--- src/hw/rtl/mafs_pkg.sv ---
// ----------------------------------------------------------------------------
// mafs_pkg: shared types and tables for the MPEG audio frame synchronizer
// Header field tables, divider sizing and controller/datapath interface types.
// ----------------------------------------------------------------------------
package mafs_pkg;

  localparam int unsigned MAX_FRAME_BYTES = 3456;

  localparam int unsigned DIVIDEND_W = 26;
  localparam int unsigned DIVISOR_W  = 17;
  localparam int unsigned DIV_CNT_W  = 5;
  localparam int unsigned FSIZE_W    = 29;

  localparam logic [31:0] SYNC_MASK = 32'hFFE0_0000;

  localparam logic [17:0] L1_SLOT_SCALE = 18'd12000;
  localparam logic [17:0] L23_SCALE     = 18'd144000;

  localparam logic ITEM_HEADER = 1'b0;
  localparam logic ITEM_BODY   = 1'b1;

  localparam logic [1:0] VER_MPEG1  = 2'd0;
  localparam logic [1:0] VER_MPEG2  = 2'd1;
  localparam logic [1:0] VER_MPEG25 = 2'd2;

  localparam logic [8:0] KBPS_TABLE [2][3][16] = '{
    '{ '{0, 32, 64, 96, 128, 160, 192, 224, 256, 288, 320, 352, 384, 416, 448, 0},
       '{0, 32, 48, 56, 64, 80, 96, 112, 128, 160, 192, 224, 256, 320, 384, 0},
       '{0, 32, 40, 48, 56, 64, 80, 96, 112, 128, 160, 192, 224, 256, 320, 0} },
    '{ '{0, 32, 48, 56, 64, 80, 96, 112, 128, 144, 160, 176, 192, 224, 256, 0},
       '{0, 8, 16, 24, 32, 40, 48, 56, 64, 80, 96, 112, 128, 144, 160, 0},
       '{0, 8, 16, 24, 32, 40, 48, 56, 64, 80, 96, 112, 128, 144, 160, 0} }
  };

  localparam logic [15:0] RATE_TABLE [9] = '{
    44100, 48000, 32000, 22050, 24000, 16000, 11025, 12000, 8000
  };

  typedef struct packed {
    logic accept;
    logic div_start;
    logic hdr_load;
  } ctrl_cmd_t;

  typedef struct packed {
    logic in_body;
    logic out_free;
    logic cand;
    logic div_done;
    logic size_ok;
  } dp_status_t;

endpackage

--- src/hw/rtl/mafs_div.sv ---
// ----------------------------------------------------------------------------
// mafs_div: bit-serial restoring divider
// One quotient bit per cycle for the frame-size calculation.
// ----------------------------------------------------------------------------
module mafs_div
  import mafs_pkg::*;
(
  input  logic                  clk_i,
  input  logic                  rst_ni,
  input  logic                  start_i,
  input  logic [DIVIDEND_W-1:0] dividend_i,
  input  logic [DIVISOR_W-1:0]  divisor_i,
  output logic [DIVIDEND_W-1:0] quotient_o,
  output logic                  done_o
);

  logic [DIVIDEND_W-1:0] quo_q, quo_d;
  logic [DIVISOR_W-1:0]  rem_q, rem_d;
  logic [DIVISOR_W-1:0]  dvs_q, dvs_d;
  logic [DIV_CNT_W-1:0]  cnt_q, cnt_d;
  logic [DIVISOR_W:0]    rem_sh;
  logic                  fits;

  assign rem_sh = {rem_q, quo_q[DIVIDEND_W-1]};
  assign fits   = rem_sh >= {1'b0, dvs_q};

  always_comb begin
    quo_d = quo_q;
    rem_d = rem_q;
    dvs_d = dvs_q;
    cnt_d = cnt_q;
    if (start_i) begin
      quo_d = dividend_i;
      rem_d = '0;
      dvs_d = divisor_i;
      cnt_d = DIV_CNT_W'(DIVIDEND_W);
    end else if (cnt_q != '0) begin
      rem_d = fits ? DIVISOR_W'(rem_sh - {1'b0, dvs_q}) : rem_sh[DIVISOR_W-1:0];
      quo_d = {quo_q[DIVIDEND_W-2:0], fits};
      cnt_d = cnt_q - 1'b1;
    end
  end

  always_ff @(posedge clk_i or negedge rst_ni) begin
    if (!rst_ni) begin
      cnt_q <= '0;
    end else begin
      cnt_q <= cnt_d;
    end
  end

  always_ff @(posedge clk_i) begin
    quo_q <= quo_d;
    rem_q <= rem_d;
    dvs_q <= dvs_d;
  end

  assign quotient_o = quo_q;
  assign done_o     = (cnt_q == '0);

endmodule

--- src/hw/rtl/mafs_dp.sv ---
// ----------------------------------------------------------------------------
// mafs_dp: frame synchronizer datapath
// Header window, header decode, frame-size math, body count, output register.
// ----------------------------------------------------------------------------
module mafs_dp
  import mafs_pkg::*;
(
  input  logic        clk_i,
  input  logic        rst_ni,
  input  ctrl_cmd_t   cmd_i,
  output dp_status_t  status_o,
  input  logic [7:0]  in_byte_i,
  input  logic        out_ready_i,
  output logic        out_valid_o,
  output logic        out_kind_o,
  output logic        out_last_o,
  output logic [79:0] out_data_o
);

  logic [31:0] window_q, window_d;
  logic [2:0]  fill_q, fill_d;
  logic        in_body_q, in_body_d;
  logic [11:0] body_left_q, body_left_d;
  logic [11:0] left_dec;

  logic        out_valid_q;
  logic        out_kind_q;
  logic        out_last_q;
  logic [79:0] out_data_q;

  logic [31:0] shifted;
  logic [1:0]  lbits;
  logic [3:0]  bri;
  logic [1:0]  sr;
  logic        lsf, mpeg25, crc, pad, mono;
  logic [1:0]  layer;
  logic [3:0]  ridx;
  logic [8:0]  kbps;
  logic [5:0]  side;
  logic [1:0]  version;
  logic [17:0] scale;
  logic [DIVIDEND_W-1:0] dividend;
  logic [DIVISOR_W-1:0]  divisor;
  logic [DIVIDEND_W-1:0] quotient;
  logic                  div_done;
  logic [DIVIDEND_W:0]   slot_sum;
  logic [FSIZE_W-1:0]    fsize;
  logic                  out_free;
  logic                  body_acc;

  // candidate check on the window as it stands after this beat
  assign shifted = {window_q[23:0], in_byte_i};

  assign lbits  = window_q[18:17];
  assign bri    = window_q[15:12];
  assign sr     = window_q[11:10];
  assign mpeg25 = !window_q[20];
  assign lsf    = mpeg25 ? 1'b1 : !window_q[19];
  assign layer  = 2'd0 - lbits;
  assign ridx   = mpeg25 ? 4'd6 + {2'b00, sr} : {2'b00, sr} + (lsf ? 4'd3 : 4'd0);
  assign crc    = !window_q[16];
  assign pad    = window_q[9];
  assign mono   = (window_q[7:6] == 2'b11);
  assign kbps   = KBPS_TABLE[lsf][layer - 2'd1][bri];
  assign version = mpeg25 ? VER_MPEG25 : (lsf ? VER_MPEG2 : VER_MPEG1);

  always_comb begin
    side = '0;
    if (layer == 2'd3) begin
      if (lsf) begin
        side = mono ? 6'd9 : 6'd17;
      end else begin
        side = mono ? 6'd17 : 6'd32;
      end
      if (crc) begin
        side = side + 6'd2;
      end
    end
  end

  assign scale    = (layer == 2'd1) ? L1_SLOT_SCALE : L23_SCALE;
  assign dividend = {17'd0, kbps} * {8'd0, scale};
  assign divisor  = {1'b0, RATE_TABLE[ridx]} << ((layer == 2'd3) ? lsf : 1'b0);

  mafs_div u_div (
    .clk_i      (clk_i),
    .rst_ni     (rst_ni),
    .start_i    (cmd_i.div_start),
    .dividend_i (dividend),
    .divisor_i  (divisor),
    .quotient_o (quotient),
    .done_o     (div_done)
  );

  assign slot_sum = {1'b0, quotient} + (DIVIDEND_W+1)'(pad);
  assign fsize = (layer == 2'd1) ? FSIZE_W'({slot_sum, 2'b00}) - FSIZE_W'(4)
                                 : FSIZE_W'(slot_sum) - FSIZE_W'(4);

  assign out_free = !out_valid_q || out_ready_i;
  assign body_acc = cmd_i.accept && in_body_q;
  assign left_dec = body_left_q - 12'd1;

  assign status_o.in_body  = in_body_q;
  assign status_o.out_free = out_free;
  assign status_o.cand     = (fill_q >= 3'd3) &&
                             ((shifted & SYNC_MASK) == SYNC_MASK) &&
                             (shifted[18:17] != 2'b00) &&
                             (shifted[15:12] != 4'hF) && (shifted[15:12] != 4'h0) &&
                             (shifted[11:10] != 2'b11);
  assign status_o.div_done = div_done;
  assign status_o.size_ok  = (fsize != '0) && (fsize <= FSIZE_W'(MAX_FRAME_BYTES));

  always_comb begin
    window_d    = window_q;
    fill_d      = fill_q;
    in_body_d   = in_body_q;
    body_left_d = body_left_q;
    if (body_acc) begin
      body_left_d = left_dec;
      if (left_dec == '0) begin
        in_body_d = 1'b0;
        fill_d    = '0;
        window_d  = '0;
      end
    end else if (cmd_i.accept) begin
      window_d = shifted;
      if (fill_q < 3'd4) begin
        fill_d = fill_q + 3'd1;
      end
    end else if (cmd_i.hdr_load) begin
      in_body_d   = 1'b1;
      body_left_d = fsize[11:0];
      fill_d      = '0;
    end
  end

  always_ff @(posedge clk_i or negedge rst_ni) begin
    if (!rst_ni) begin
      window_q    <= '0;
      fill_q      <= '0;
      in_body_q   <= 1'b0;
      body_left_q <= '0;
      out_valid_q <= 1'b0;
    end else begin
      window_q    <= window_d;
      fill_q      <= fill_d;
      in_body_q   <= in_body_d;
      body_left_q <= body_left_d;
      if (body_acc || cmd_i.hdr_load) begin
        out_valid_q <= 1'b1;
      end else if (out_ready_i) begin
        out_valid_q <= 1'b0;
      end
    end
  end

  always_ff @(posedge clk_i) begin
    if (body_acc) begin
      out_kind_q <= ITEM_BODY;
      out_last_q <= (left_dec == '0);
      out_data_q <= {72'd0, in_byte_i};
    end else if (cmd_i.hdr_load) begin
      out_kind_q <= ITEM_HEADER;
      out_last_q <= 1'b0;
      out_data_q <= {2'b00, side, fsize[11:0], (mono ? 2'd1 : 2'd2), crc, kbps,
                     ridx, version, layer, window_q, 8'd0};
    end
  end

  assign out_valid_o = out_valid_q;
  assign out_kind_o  = out_kind_q;
  assign out_last_o  = out_last_q;
  assign out_data_o  = out_data_q;

endmodule

--- src/hw/rtl/mafs_ctrl.sv ---
// ----------------------------------------------------------------------------
// mafs_ctrl: frame synchronizer controller
// Sequences byte intake, frame-size division and header result issue.
// ----------------------------------------------------------------------------
module mafs_ctrl
  import mafs_pkg::*;
(
  input  logic       clk_i,
  input  logic       rst_ni,
  input  logic       in_valid_i,
  output logic       in_ready_o,
  input  dp_status_t status_i,
  output ctrl_cmd_t  cmd_o
);

  localparam logic [1:0] S_IDLE = 2'd0;
  localparam logic [1:0] S_MUL  = 2'd1;
  localparam logic [1:0] S_DIV  = 2'd2;
  localparam logic [1:0] S_FIN  = 2'd3;

  logic [1:0] state_q, state_d;

  assign in_ready_o = (state_q == S_IDLE) && (!status_i.in_body || status_i.out_free);

  always_comb begin
    state_d         = state_q;
    cmd_o.accept    = 1'b0;
    cmd_o.div_start = 1'b0;
    cmd_o.hdr_load  = 1'b0;
    case (state_q)
      S_IDLE: begin
        cmd_o.accept = in_valid_i && in_ready_o;
        if (cmd_o.accept && !status_i.in_body && status_i.cand) begin
          state_d = S_MUL;
        end
      end
      S_MUL: begin
        cmd_o.div_start = 1'b1;
        state_d         = S_DIV;
      end
      S_DIV: begin
        if (status_i.div_done) begin
          state_d = S_FIN;
        end
      end
      S_FIN: begin
        if (!status_i.size_ok) begin
          state_d = S_IDLE;
        end else if (status_i.out_free) begin
          cmd_o.hdr_load = 1'b1;
          state_d        = S_IDLE;
        end
      end
      default: begin
        state_d = S_IDLE;
      end
    endcase
  end

  always_ff @(posedge clk_i or negedge rst_ni) begin
    if (!rst_ni) begin
      state_q <= S_IDLE;
    end else begin
      state_q <= state_d;
    end
  end

endmodule

--- src/hw/rtl/mpeg_audio_frame_sync.sv ---
// ----------------------------------------------------------------------------
// mpeg_audio_frame_sync: MPEG-1/2/2.5 audio frame header synchronizer
// Hunts for a valid frame header in a byte stream, reports it, then passes
// the frame body bytes with the last one flagged by tlast.
// ----------------------------------------------------------------------------
// Bytes are taken one per cycle while hunting, and while passing a frame body
// when the output register is free; each body byte leaves as one beat. When the
// four-byte window looks like a header, the input stalls through a multiply
// state, the bit-serial frame-size divider (26 quotient bits) and a size check,
// longer while a header beat waits for the output register; a valid header then
// issues one header beat (tuser low). A rejected header resumes hunting one byte
// further on.
// ----------------------------------------------------------------------------
module mpeg_audio_frame_sync
  import mafs_pkg::*;
(
  input  logic        clk_i,
  input  logic        rst_ni,
  input  logic        s_axis_tvalid,
  output logic        s_axis_tready,
  input  logic [7:0]  s_axis_tdata,   // [7:0] stream_byte
  output logic        m_axis_tvalid,
  input  logic        m_axis_tready,
  output logic [79:0] m_axis_tdata,   // [7:0] body_byte, [39:8] header_word,
                                      // [41:40] layer_number, [43:42] version_code,
                                      // [47:44] rate_index, [56:48] bitrate_kbps,
                                      // [57] crc_present, [59:58] channel_count,
                                      // [71:60] frame_bytes, [77:72] side_info_bytes
  output logic        m_axis_tuser,   // [0] item_kind
  output logic        m_axis_tlast    // last_of_frame
);

  ctrl_cmd_t  cmd;
  dp_status_t st;

  mafs_ctrl u_ctrl (
    .clk_i      (clk_i),
    .rst_ni     (rst_ni),
    .in_valid_i (s_axis_tvalid),
    .in_ready_o (s_axis_tready),
    .status_i   (st),
    .cmd_o      (cmd)
  );

  mafs_dp u_dp (
    .clk_i       (clk_i),
    .rst_ni      (rst_ni),
    .cmd_i       (cmd),
    .status_o    (st),
    .in_byte_i   (s_axis_tdata),
    .out_ready_i (m_axis_tready),
    .out_valid_o (m_axis_tvalid),
    .out_kind_o  (m_axis_tuser),
    .out_last_o  (m_axis_tlast),
    .out_data_o  (m_axis_tdata)
  );

`ifndef SYNTHESIS
  // a body byte taken always shows up as a beat on the next cycle
  assert property (@(posedge clk_i) disable iff (!rst_ni)
    (s_axis_tvalid && s_axis_tready && st.in_body) |=> m_axis_tvalid)
    else $error("body byte lost");

  // header beats never carry an empty frame
  assert property (@(posedge clk_i) disable iff (!rst_ni)
    (m_axis_tvalid && !m_axis_tuser) |-> (m_axis_tdata[71:60] != '0))
    else $error("header with zero frame size");

  // no intake while the divider is running
  assert property (@(posedge clk_i) disable iff (!rst_ni)
    !st.div_done |-> !s_axis_tready)
    else $error("input taken during division");
`endif

endmodule
--- config.mk ---
export PLATFORM = sky130hd
export DESIGN_NAME = mpeg_audio_frame_sync
export DESIGN_NICKNAME = d
export VERILOG_FILES = /design/src/hw/rtl/mafs_pkg.sv /design/src/hw/rtl/mafs_div.sv /design/src/hw/rtl/mafs_dp.sv /design/src/hw/rtl/mafs_ctrl.sv /design/src/hw/rtl/mpeg_audio_frame_sync.sv
export SDC_FILE = /design/constraint.sdc
export NUM_CORES = 1
export LEC_CHECK = 0
export ABC_AREA = 1
export BUFFER_PORTS_ARGS = -buffer_cell sky130_fd_sc_hd__clkbuf_2
export CORE_MARGIN = 4
export CORE_UTILIZATION = 30
export DETAILED_ROUTE_END_ITERATION = 8
export GPL_ROUTABILITY_DRIVEN = 0
export HOLD_SLACK_MARGIN = 0.12
export SYNTH_ARGS = -nofsm -noshare
export SYNTH_HDL_FRONTEND = slang
export SYNTH_SLANG_ARGS = --single-unit
--- constraint.sdc ---
create_clock -name clk_i -period 14.9 [get_ports clk_i]
set_input_delay 2.235 -clock clk_i [delete_from_list [all_inputs] [get_ports clk_i]]
set_output_delay 2.235 -clock clk_i [all_outputs]
set_load 0.03 [all_outputs]
; Word-level counts from Yosys, hierarchy flattened
; Memories as Yosys holds them, arrays and structs flattened.
; Index checks and enable logic that the tools add are counted.
[word_totals]
output_inout_bits = 84
ff_bits = 196
romBits = 256
elab_cells = 153
n_memories = 1
[memory_table]
columns = memory, words, word_bits, rd, rd_clocked_by_memory_dff, write_ports, line_no
row1 = (no name shown), 16, 16, 1, 0, 0, mafs_dp.sv:83  ; assign divisor = {1'b0, RATE_TABLE[ridx]} << ((layer == 2'd3) ? lsf : 1'b0);
[classes]
mux = 62
eq_ne = 15
bitwise = 4
n_shift = 1
add_sub_neg = 12
n_lt_le_gt_ge = 8
reduce_logical = 35
multipliers = 1
[op_table]
columns = operator, count
row1 = 2-to-1 mux 432 bit, 2
row2 = 2-to-1 mux 412 bit, 1
row3 = binary-select mux 144 bit (select 2 bit), 1
row4 = 2-to-1 mux 144 bit, 2
row5 = 2-to-1 mux 32 bit, 3
row6 = 2-to-1 mux 26 bit, 2
row7 = binary-select mux 9 bit (select 4 bit), 1
row8 = 2-to-1 mux 12 bit, 3
row9 = 2-to-1 mux 16 bit, 2
row10 = 2-to-1 mux 6 bit, 5
row11 = <= comparator 29 x 12 -> 1 bit (second input constant), 1
row12 = 2-to-1 mux 29 bit, 1
row13 = nonzero test 29 bit, 1
row14 = subtractor 29 x 3 -> 29 bit (second input constant), 1
row15 = subtractor 27 x 3 -> 28 bit (second input constant), 1
row16 = adder 26 x 1 -> 27 bit, 1
row17 = multiplier 9 x 18 -> 26 bit, 1
row18 = >= comparator 18 x 17 -> 1 bit, 1
row19 = 2-to-1 mux 18 bit, 1
row20 = 2-to-1 mux 9 bit, 2
row21 = 2-to-1 mux 17 bit, 1
row22 = << shifter 16 x 1 -> 17 bit, 1
row23 = subtractor 17 bit, 1
row24 = 2-to-1 mux 1 bit, 16
row25 = 42 further kinds, 86

; Longest topological paths before layout
; Gate-level depths: netlist of run 1.
[logic_depth]
ltp_word = 14
mapped_depth = 39
mapped_depth_nobuf = 39

; Cells and area by module
; Synthesis of run 1 repeated with hierarchy kept, for this count alone.
[unflattened]
cells_unflattened = 1959
hier_area_um2 = 13888.3
[modules_own_cells]
columns = module, n_inst, cells_each, area_each_um2
row1 = mafs_dp, 1, 1411, 9739.3
row2 = mafs_div, 1, 518, 3928.8
row3 = mafs_ctrl, 1, 30, 220.2

; Worst setup path before layout of run 1
; Ideal clock, no wire load.
[synth_timing]
path_type = register to register
from = reg u_dp.window_q[17]
to = reg u_dp.u_div.quo_q[24], in the netlist u_dp.u_div.quotient_o[24], data pin
setup_slack_ps = 8506
path_stages_with_launch = 37
required_time_ps = 14633
arrival_time_ps = 6127
period_less_slack_ps = 6394
path_cell_list = dfrtp_1 > inv_1 > ha_1 > nor2_1 > inv_1 > nand2_1 > inv_1 > or2_2 > a21oi_1 > o31ai_1 > o21ai_0 > o21ai_0 > inv_1 > nor2_1 > inv_1 > fa_1 > inv_1 > fa_1 > inv_1 > fa_1 > inv_1 > ha_1 > ha_1 > inv_1 > o21bai_1 > a31oi_1 > inv_1 > a21oi_1 > inv_1 > a21oi_1 > o21ai_0 > inv_1 > o21bai_1 > nand2_1 > nand3_1 > nand3_1 > o21ai_0
[synth_via]
elab_chain_len = 11
[synth_lines]
columns = element, line_no
row1 = from (decl), mafs_dp.sv:20  ; logic [31:0] window_q, window_d;
row2 = from (signal assigned), mafs_dp.sv:145  ; window_q <= window_d;
row3 = subtractor 1 x 2 -> 2 bit, mafs_dp.sv:59  ; assign layer = 2'd0 - lbits;
row4 = net u_dp.layer[1], mafs_dp.sv:36  ; logic [1:0] layer;
row5 = subtractor 2 x 1 -> 2 bit, mafs_dp.sv:64  ; assign kbps = KBPS_TABLE[lsf][layer - 2'd1][bri];
row6 = NOT 2 -> 3 bit (implied by the code), mafs_dp.sv:64
row7 = binary-select mux 144 bit (select 2 bit), mafs_dp.sv:64
row8 = 2-to-1 mux 144 bit (implied by the code) (2 in a row), mafs_dp.sv:64
row9 = binary-select mux 9 bit (select 4 bit), mafs_dp.sv:64
row10 = 2-to-1 mux 9 bit (implied by the code) (2 in a row), mafs_dp.sv:64
row11 = net u_dp.kbps[5], mafs_dp.sv:38  ; logic [8:0] kbps;
row12 = multiplier 9 x 18 -> 26 bit, mafs_dp.sv:82  ; assign dividend = {17'd0, kbps} * {8'd0, scale};
row13 = 2-to-1 mux 26 bit, mafs_div.sv:32  ; if (start_i) begin
row14 = net u_dp.u_div.quo_d[24], mafs_div.sv:17  ; logic [DIVIDEND_W-1:0] quo_q, quo_d;
row15 = to (signal assigned), mafs_div.sv:53  ; quo_q <= quo_d;
row16 = to (decl), mafs_div.sv:17
; The timed path passes the listed nets, and every way through them passes these cells. The select of a mux whose other input is x is not followed.
; A chain may end at the register's enable or synchronous reset.

; Worst setup path in the final report of run 1
; Ends and elaborated chain as after synthesis.

==> flow_results.org, run 1 <==
** Run status
- Run status :: completed

** Finish
- The post-route netlist has roughly 10% of its cells at a drive strength greater than 1.
- Fin nets :: 2204
- Compared with the post-synthesis result, the final layout area differs by 11.1%.
- The repair_antennas step left the layout with diodes totalling 0.
- At the end of the flow the core is filled with cells to between 30% and 40%.

** STA
- The final count of pins violating max slew was 0.
- At the pin with the least slew margin, the transition time is 1.09 ns.
- Unrepaired setup endpoints after global routing :: false
- Maximum frequency from static timing analysis :: 0.137 GHz
- The worst path needs about 7.3 ns of the cycle, external delays included.
- Dividing the final minimum period by the clock period gives around half.
- Hold_ws :: between 0.4 and 0.5 ns
- Final setup TNS :: 0 ns
- Setup violations remaining at the end of the flow were counted as 0.
- Slew headroom :: a little over a quarter
- Post-Route Skew :: around 0.012 ns
- Number of hold violations in the final report :: 0

** Synthesis
- Ys flop type :: sky130_fd_sc_hd__dfxtp_1
- Top-count cell post-synth :: sky130_fd_sc_hd__nand2_1
- EDFF count, synth :: 51
- Asr flop ratio synth :: 29.5%
- Post-synthesis sequential element count :: 190
- After synthesis, the netlist uses 57 different library cells.
- Commonest cells in the synthesized netlist :: sky130_fd_sc_hd__nand2_1, sky130_fd_sc_hd__inv_1, sky130_fd_sc_hd__nor2_1, sky130_fd_sc_hd__o21ai_0
- Synth Cell Area :: about 14000 um^2
- Sequential elements use ~33% of the synthesized area.
- Post-synth top area cell :: sky130_fd_sc_hd__nand2_1
- The Yosys step of the flow raised 0 warnings.
- Fraction of synthesized cell area taken by the top area cell type :: 15.0%
- After synthesis, the mean cell area works out to roughly 7 um^2.
- Ranking of synthesized cells by area :: sky130_fd_sc_hd__nand2_1, sky130_fd_sc_hd__dfxtp_1, sky130_fd_sc_hd__edfxtp_1
- Cell count after synthesis :: between 2000 and 2500

** Pwr
- For this design the static power due to leakage is 0.00795 uW.
- Of the total power, the share spent switching nets is about 49%.
- The worst-case IR drop observed on VDD is 198 uV.
- Power spread over the standard cell area amounts to 205 nW/um^2.
- Sequential cells account for 22.0% of the total power.
- Per report_power, the combinational group accounts for approximately 64% of the total.
- The internal power of the cells totals 1610 uW.
- Net switching power of the design :: ~1600 uW
- The clock network is responsible for between 10% and 20% of the overall power.

** Global route
- Maximum number of pins on one net before global-route repair :: between 70 and 80
- Congestion Overflow GR :: 0
- The first global-routing pass estimated 61.7 mm of wire.
- The number of global-route vias before repair came to 12300.
- Total Routing Usage GR :: 14.7%
- The initial antenna violation count is 0.

** Setup path
- The most critical setup path has its endpoint at u_dp.u_div.quotient_o[24].
- In this run the worst setup path begins at u_dp.window_q[17].
- Top Family by Delay on Critical Path :: adder cells
- Along the worst path, the maximum fanout reaches 11.
- Launching element type of the critical path :: flop
- For this design, the slowest cell found on the critical path is sky130_fd_sc_hd__o21ai_0.
- Counting cells, the worst reg-to-reg path comes to 36.
- The worst register-to-register path ends at u_dp.u_div.quotient_o[24].
- Worst reg2reg setup slack :: 7.58 ns
- In this design, the stage delay of the slowest critical-path cell is roughly 0.78 ns.
- Path type of the worst setup path :: reg2reg
- Required time of the critical path :: roughly 15 ns
- Among the stages of the critical path, the cell type that occurs most often is sky130_fd_sc_hd__inv_1.
- Path length in cells of the critical path :: 36
- The worst register-to-register path begins at u_dp.window_q[17].
- Together, buffers and inverters on the worst path number 12.
- Kind of capture point of the worst setup path :: flop
- Data arrives at the worst endpoint at 7.51 ns.

** Clocking
- TritonCTS created 17 clock buffers.
- Clock tree from TritonCTS :: built
- Number of buffers added to fix hold violations after cts :: 0
- The root buffer cell chosen for the clock tree is sky130_fd_sc_hd__clkbuf_16.
- Number of buffers on the longest clock path :: 2
- The clock reaches the later pin of the worst-skew pair after roughly 0.46 ns.
- The tree built by TritonCTS fans out to 190 sinks.
- Number of resized instances in the post-cts repair step :: 0
- Clock-pin slew was measured on the worst setup and hold paths at around 0.070 ns.
- In this run the post-CTS setup repair buffer count came out at 0.
- H-tree levels :: 4

** Floorplan
- Die area :: about 50000 um^2
- Die width :: ~220 um
- 96 I/O pins were placed.
- The initial utilization of the core area, before any placement, comes to 30.6%.
- Measured along the y axis, the die boundary spans about 220 um.
- Core Box Area :: between 40000 and 50000 um^2
- In this run the core area contains 78 standard-cell rows.

** Detailed routing
- The routed design has about 37 mm of wire.
- Via density :: roughly 4.7
- In the routed design, unresolved DRC markers number 0.
- Before antenna repair, the detailed router went through 6 iterations.
- Per-cell routed wire length :: approximately 14 um
- Antenna-violating nets left :: 0
- Via count :: around 13000
- For this block, the initial DRC count from the detailed router was between 900 and 1000.

** Job
- Across the run, the number of max-cap violations was 0.

** Placed design
- Port buffer count :: between 80 and 90
- HPWL after detailed placement :: roughly 28 mm

** Hold path
- In this run the worst hold path is classified as reg2reg.
## power groups by stage
| stage | Clock, uW | Combinational, uW | Sequential (uW) |
|---|---|---|---|
| floorplan | 0 | 1550 | 699 |
| global placement | 0 | 1980 | 708 |
| detailed placement | 0 | 2010 | 711 |
| CTS | 468 | 2030 | 701 |
| global route | 488 | 2350 | 712 |
| finish | 456 | 2020 | 701 |
## flip-flops by register name (all words and copies together) (netlist names)
name / count
u_ctrl.state_q: 2
u_dp.body_left_q: 12
u_dp.fill_q: 3
u_dp.in_body_q: 1
u_dp.out_data_o: 73
u_dp.out_kind_o: 1
u_dp.out_last_o: 1
u_dp.out_valid_o: 1
u_dp.u_div.cnt_q: 5
u_dp.u_div.dvs_q: 16
u_dp.u_div.quotient_o: 26
u_dp.u_div.rem_q: 17
u_dp.window_q: 32
## how the worst min path moves through the flow
stage	start	endpoint	cells past startpoint
6_report	u_dp.out_kind_o	u_dp.out_kind_o	2
5_1_grt	u_dp.out_data_o[77]	u_dp.out_data_o[77]	2
4_1_cts	u_dp.out_data_o[24]	u_dp.out_data_o[24]	2
3_5_place_dp	u_dp.out_data_o[24]	u_dp.out_data_o[24]	2
3_3_place_gp	u_dp.out_kind_o	u_dp.out_kind_o	2
2_1_floorplan	u_dp.fill_q[2]	u_dp.fill_q[2]	2
## cell families after synthesis
family                     Yosys count  share of synthesized area [%]
muxes                                1                         0.0715
other                                1                         0.0268
DFF                                190                           32.8
adders and majority gates          123                           12.3
xor gates and xnor gates            36                           2.25
and+or+nand+nor                   1010                           30.8
buffers and inverters              390                           11.0
AOI/OAI and AO/OA                  262                           10.7
## final cells by class
class,count,area (um^2)
fill,4848,30200
multi-input combinational,1438,7900
sequential,190,4590
inverter,325,1220
tap,600,751
timing repair buffer,97,505
clock buffer,20,457
clock inverter,12,118
## layout by cell type, fill, tap and decap left out, types with 7 or more instances in the layout
cell type | Yosys | routed
sky130_fd_sc_hd__nand2_1 | 558 | 557
sky130_fd_sc_hd__inv_1 | 315 | 315
sky130_fd_sc_hd__nor2_1 | 238 | 238
sky130_fd_sc_hd__o21ai_0 | 114 | 114
sky130_fd_sc_hd__nand3_1 | 99 | 99
sky130_fd_sc_hd__ha_1 | 99 | 98
sky130_fd_sc_hd__clkbuf_2 | 0 | 89
sky130_fd_sc_hd__dfxtp_1 | 83 | 83
sky130_fd_sc_hd__dfrtp_1 | 56 | 56
sky130_fd_sc_hd__a21oi_1 | 55 | 55
sky130_fd_sc_hd__edfxtp_1 | 51 | 51
sky130_fd_sc_hd__o22ai_1 | 38 | 38
sky130_fd_sc_hd__nand4_1 | 25 | 25
sky130_fd_sc_hd__xor2_1 | 25 | 25
sky130_fd_sc_hd__nand2_2 | 23 | 24
sky130_fd_sc_hd__fa_1 | 24 | 24
sky130_fd_sc_hd__nor2_2 | 21 | 21
sky130_fd_sc_hd__clkbuf_16 | 0 | 17
sky130_fd_sc_hd__nor2_4 | 12 | 12
sky130_fd_sc_hd__xnor2_1 | 11 | 11
sky130_fd_sc_hd__nor3_1 | 9 | 9
sky130_fd_sc_hd__nand3b_1 | 9 | 9
sky130_fd_sc_hd__o211ai_1 | 8 | 8
sky130_fd_sc_hd__buf_4 | 9 | 8
sky130_fd_sc_hd__inv_2 | 7 | 7
## routing by layer
layer	up-vias	share of wire (%)	GRT usage [%]
met4	0	1.4	3.80
li1	6491	-	-
met2	307	47	24.8
met1	5880	47	19.6
met5	-	0	0
met3	38	5.1	2.73
## worst register-to-register path: cells and delay by family, from the launching register on
| kind | cells | cell delay, ns |
|---|---|---|
| flops | 1 | 0.58 |
| simple gates | 7 | 0.71 |
| buf+inv | 12 | 1.18 |
| fa+ha+maj | 6 | 2.53 |
| compound gates | 11 | 2.05 |
## metrics by stage
stage                     setup slack, ns  cell area (um^2)  std cells  total power [uW]
after floorplan                      8.51             14000       2018              2250
after detailed placement             7.61             15000       2650              2720
after global placement               7.84             15000       2650              2690
after CTS                            7.55             15500       2682              3200
after global routing                 6.89             15500       2682              3550
final                                7.58             15500       2682              3180
(Power assumes the default switching activity.)
==> run 2, diff against run 1 <==
==> constraint.sdc (replaced) <==
create_clock -name clk_i -period 6.95 [get_ports clk_i]
set_input_delay 1.0425 -clock clk_i [delete_from_list [all_inputs] [get_ports clk_i]]
set_output_delay 1.0425 -clock clk_i [all_outputs]
set_load 0.03 [all_outputs]
==> flow_results.org, run 2 (synthesis gave the netlist of run 1 again) <==
** Pwr
- Power comes to 9040 uW.
- Power density of the placed cells :: roughly 570 nW/um^2
- The worst-case IR drop observed on VDD is roughly 630 uV.
- In this run the static leakage power is 0.00803 uW.

** STA
- At the pin with the least slew margin, the transition time is 1.06 ns.
- Based on the critical path, the design can be clocked at up to roughly 0.15 GHz.
- Min setup slack post-route :: 0.482 ns
- Pins Over Slew Limit :: 0
- Summed over all failing endpoints, the final setup total negative slack is 0 ns.
- Slew headroom :: ~29%
- Number of hold violations in the final report :: 0
- On the final layout, the worst clock skew is roughly 0.014 ns.
- Dividing the final minimum period by the clock period gives between 90% and 100%.
- For the finished layout, the period the worst path requires is around 6.5 ns.
- Setup violations remaining at the end of the flow were counted as 0.

** Clocking
- H-tree levels :: 4
- Root buffer cell :: sky130_fd_sc_hd__clkbuf_16
- Number of buffers added to fix hold violations after cts :: 0
- CTS sink cnt :: between 150 and 200
- Clock tree from TritonCTS :: built
- Clock-pin slew was measured on the worst setup and hold paths at 0.08 ns.
- Counting along the longest clock path gives a buffer depth of 2.
- At the later pin of the worst-skew pair, clock insertion delay measures 0.45 ns.
- TritonCTS created 17 clock buffers.

** Detailed routing
- Antenna-violating nets left :: 0
- Detailed Route WL :: around 37 mm
- After detailed routing, the number of vias per cell comes to ~4.7.
- Remaining routing DRC violations :: 0
- Via count :: approximately 13000
- After the first detailed-routing iteration, the DRC count stood at between 800 and 900.
- Per-cell routed wire length :: 13.8 um
- The pre-antenna-repair detailed-routing pass consisted of 5 iterations.

** Hold path
- For hold timing, the worst endpoint is u_dp.out_data_o[76].
- Worst hold path class :: reg2reg
- The worst hold path passes through 2 cells.
- Startpoint of the lowest-slack hold path :: u_dp.out_data_o[76]

** Finish
- The post-route netlist has a little over a tenth of its cells at a drive strength greater than 1.
- At the end of the flow, the number of nets in the layout was between 2000 and 2500.
- The finished cells cover 15700 um^2.
- Relative area change from synthesis to final layout :: 12.5%
- Most common library cell in the layout ignoring fill and taps :: sky130_fd_sc_hd__nand2_1
- Largest register FFs :: 73
- Top library cells by usage in the layout, fill and taps aside :: sky130_fd_sc_hd__nand2_1, sky130_fd_sc_hd__inv_1, sky130_fd_sc_hd__nor2_1
- Ant diodes :: 0
- Cells fill 34.4% of the core in the end.

** Floorplan
- The die covers 50200 um^2.
- Die height :: between 200 and 250 um
- Effective utilization at floorplan :: between 30% and 40%
- The floorplan step defined a core boundary enclosing around 46000 um^2.
- Die width :: between 200 and 250 um
- # IOs :: 96
- The initialized floorplan defines 78 standard-cell rows.

** Placed design
- HPWL after detailed placement :: about 28 mm
- Port buffer count :: just under 90
- Worst setup slack after placement :: 0.354 ns
- Placement Cell Area :: between 15000 and 20000 um^2

** Setup path
- In this run the critical register-to-register path is captured at u_dp.u_div.quotient_o[25].
- Among the stages of the critical path, the cell type that occurs most often is sky130_fd_sc_hd__inv_1.
- The worst register-to-register path has a setup slack of around 0.48 ns.
- The worst setup path is captured at a flop.
- The worst setup path is of the reg2reg kind.
- Along the worst path, the maximum fanout reaches 6.
- Startpoint of the worst register-to-register path :: u_dp.window_q[17]
- Measured in cells, the most critical reg-to-reg path has a length of 33.
- STA classifies the critical path startpoint as a flop.
- At the worst endpoint, the required time is just over 7 ns.
- Cell with the largest stage delay on the worst path :: sky130_fd_sc_hd__fa_1
- Critical path's largest stage delay :: between 0.5 and 0.6 ns
- Arr. time, crit path :: 6.66 ns
- Among cell families on the critical path, the largest total delay comes from adder cells.
- Counting both buffers and inverters, the worst setup path holds a total of 7.

** Global route
- Number of global-route vias before repair :: around 12000
- The first global-routing pass estimated between 60 and 70 mm of wire.
- Across every metal layer, demand over resource in global routing totals 14.8%.
- The initial antenna violation count is 0.
- Maximum number of pins on one net before global-route repair :: 60
- Summed over all layers, the global routing overflow is 0.

** Job
- Max capacitance violation total :: 0

** Run status
- The run finished with clean final reports.
-- run 2: cell types whose count changed in the layout (fill, tap and decap cells not counted), moves of 2 or more --
cell	before	now
sky130_fd_sc_hd__bufinv_16	0	3
sky130_fd_sc_hd__inv_8	3	0
sky130_fd_sc_hd__a31oi_2	0	2
sky130_fd_sc_hd__inv_6	6	3
sky130_fd_sc_hd__buf_4	8	16
sky130_fd_sc_hd__clkbuf_16	17	20
sky130_fd_sc_hd__a31oi_1	5	3
sky130_fd_sc_hd__clkinv_4	1	3
sky130_fd_sc_hd__inv_1	315	313
sky130_fd_sc_hd__inv_2	7	9
-- run 2: worst max path at each step --
stage                      start                   endpoint  slack (ns)  cells past startpoint
6_report       u_dp.window_q[17]  u_dp.u_div.quotient_o[25]        0.48                     33
5_1_grt        u_dp.window_q[17]  u_dp.u_div.quotient_o[24]      -0.009                     37
4_1_cts        u_dp.window_q[17]  u_dp.u_div.quotient_o[24]        0.32                     34
3_5_place_dp   u_dp.window_q[17]  u_dp.u_div.quotient_o[24]        0.35                     34
3_3_place_gp   u_dp.window_q[17]  u_dp.u_div.quotient_o[24]        0.57                     34
2_1_floorplan  u_dp.window_q[17]  u_dp.u_div.quotient_o[24]        0.56                     36
-- run 2: layout make-up --
class                           instances  area [um^2]
Fill cell                            4839        30000
Multi-Input combinational cell       1438         7930
Sequential cell                       190         4590
Inverter                              325         1220
Tap cell                              600          751
Timing Repair Buffer                  105          566
Clock buffer                           21          514
Clock inverter                         11          164
-- run 2: what timing repair did --
item | 4_1_cts | 5_1_grt
buffers inserted | 0 | 1
setup endpoints to repair | 0 | 3
resized for setup | 0 | 11
-- run 2: power breakdown --
part | switching, uW | total (uW) | leakage (uW) | internal [uW]
Combinational | 3960 | 6320 | 0.00593 | 2360
Sequential | 172 | 1600 | 0.00177 | 1430
Clock | 469 | 1120 | 0.000333 | 649
Total | 4600 | 9040 | 0.00803 | 4440
-- run 2: routing by layer --
layer	vias to the layer above	global-route usage, %	wire length [um]
met5	-	0	0
met4	0	4.35	640
met3	37	2.35	1710
met2	285	25.0	17400
met1	5928	19.7	17300
li1	6495	-	-
-- run 2: tightest hold or removal path, stage by stage (launching register included) --
cell and delay, ns:
sky130_fd_sc_hd__dfxtp_1 0.32, sky130_fd_sc_hd__nand2_1 0.06, sky130_fd_sc_hd__nand2_1 0.04
-- run 2: per-stage QoR --
stage | cells | hold WS, ns
2_1_floorplan | 2018 | 0.442
3_3_place_gp | 2657 | 0.432
3_5_place_dp | 2657 | 0.440
4_1_cts | 2689 | 0.454
5_1_grt | 2690 | 0.491
6_report | 2690 | 0.452
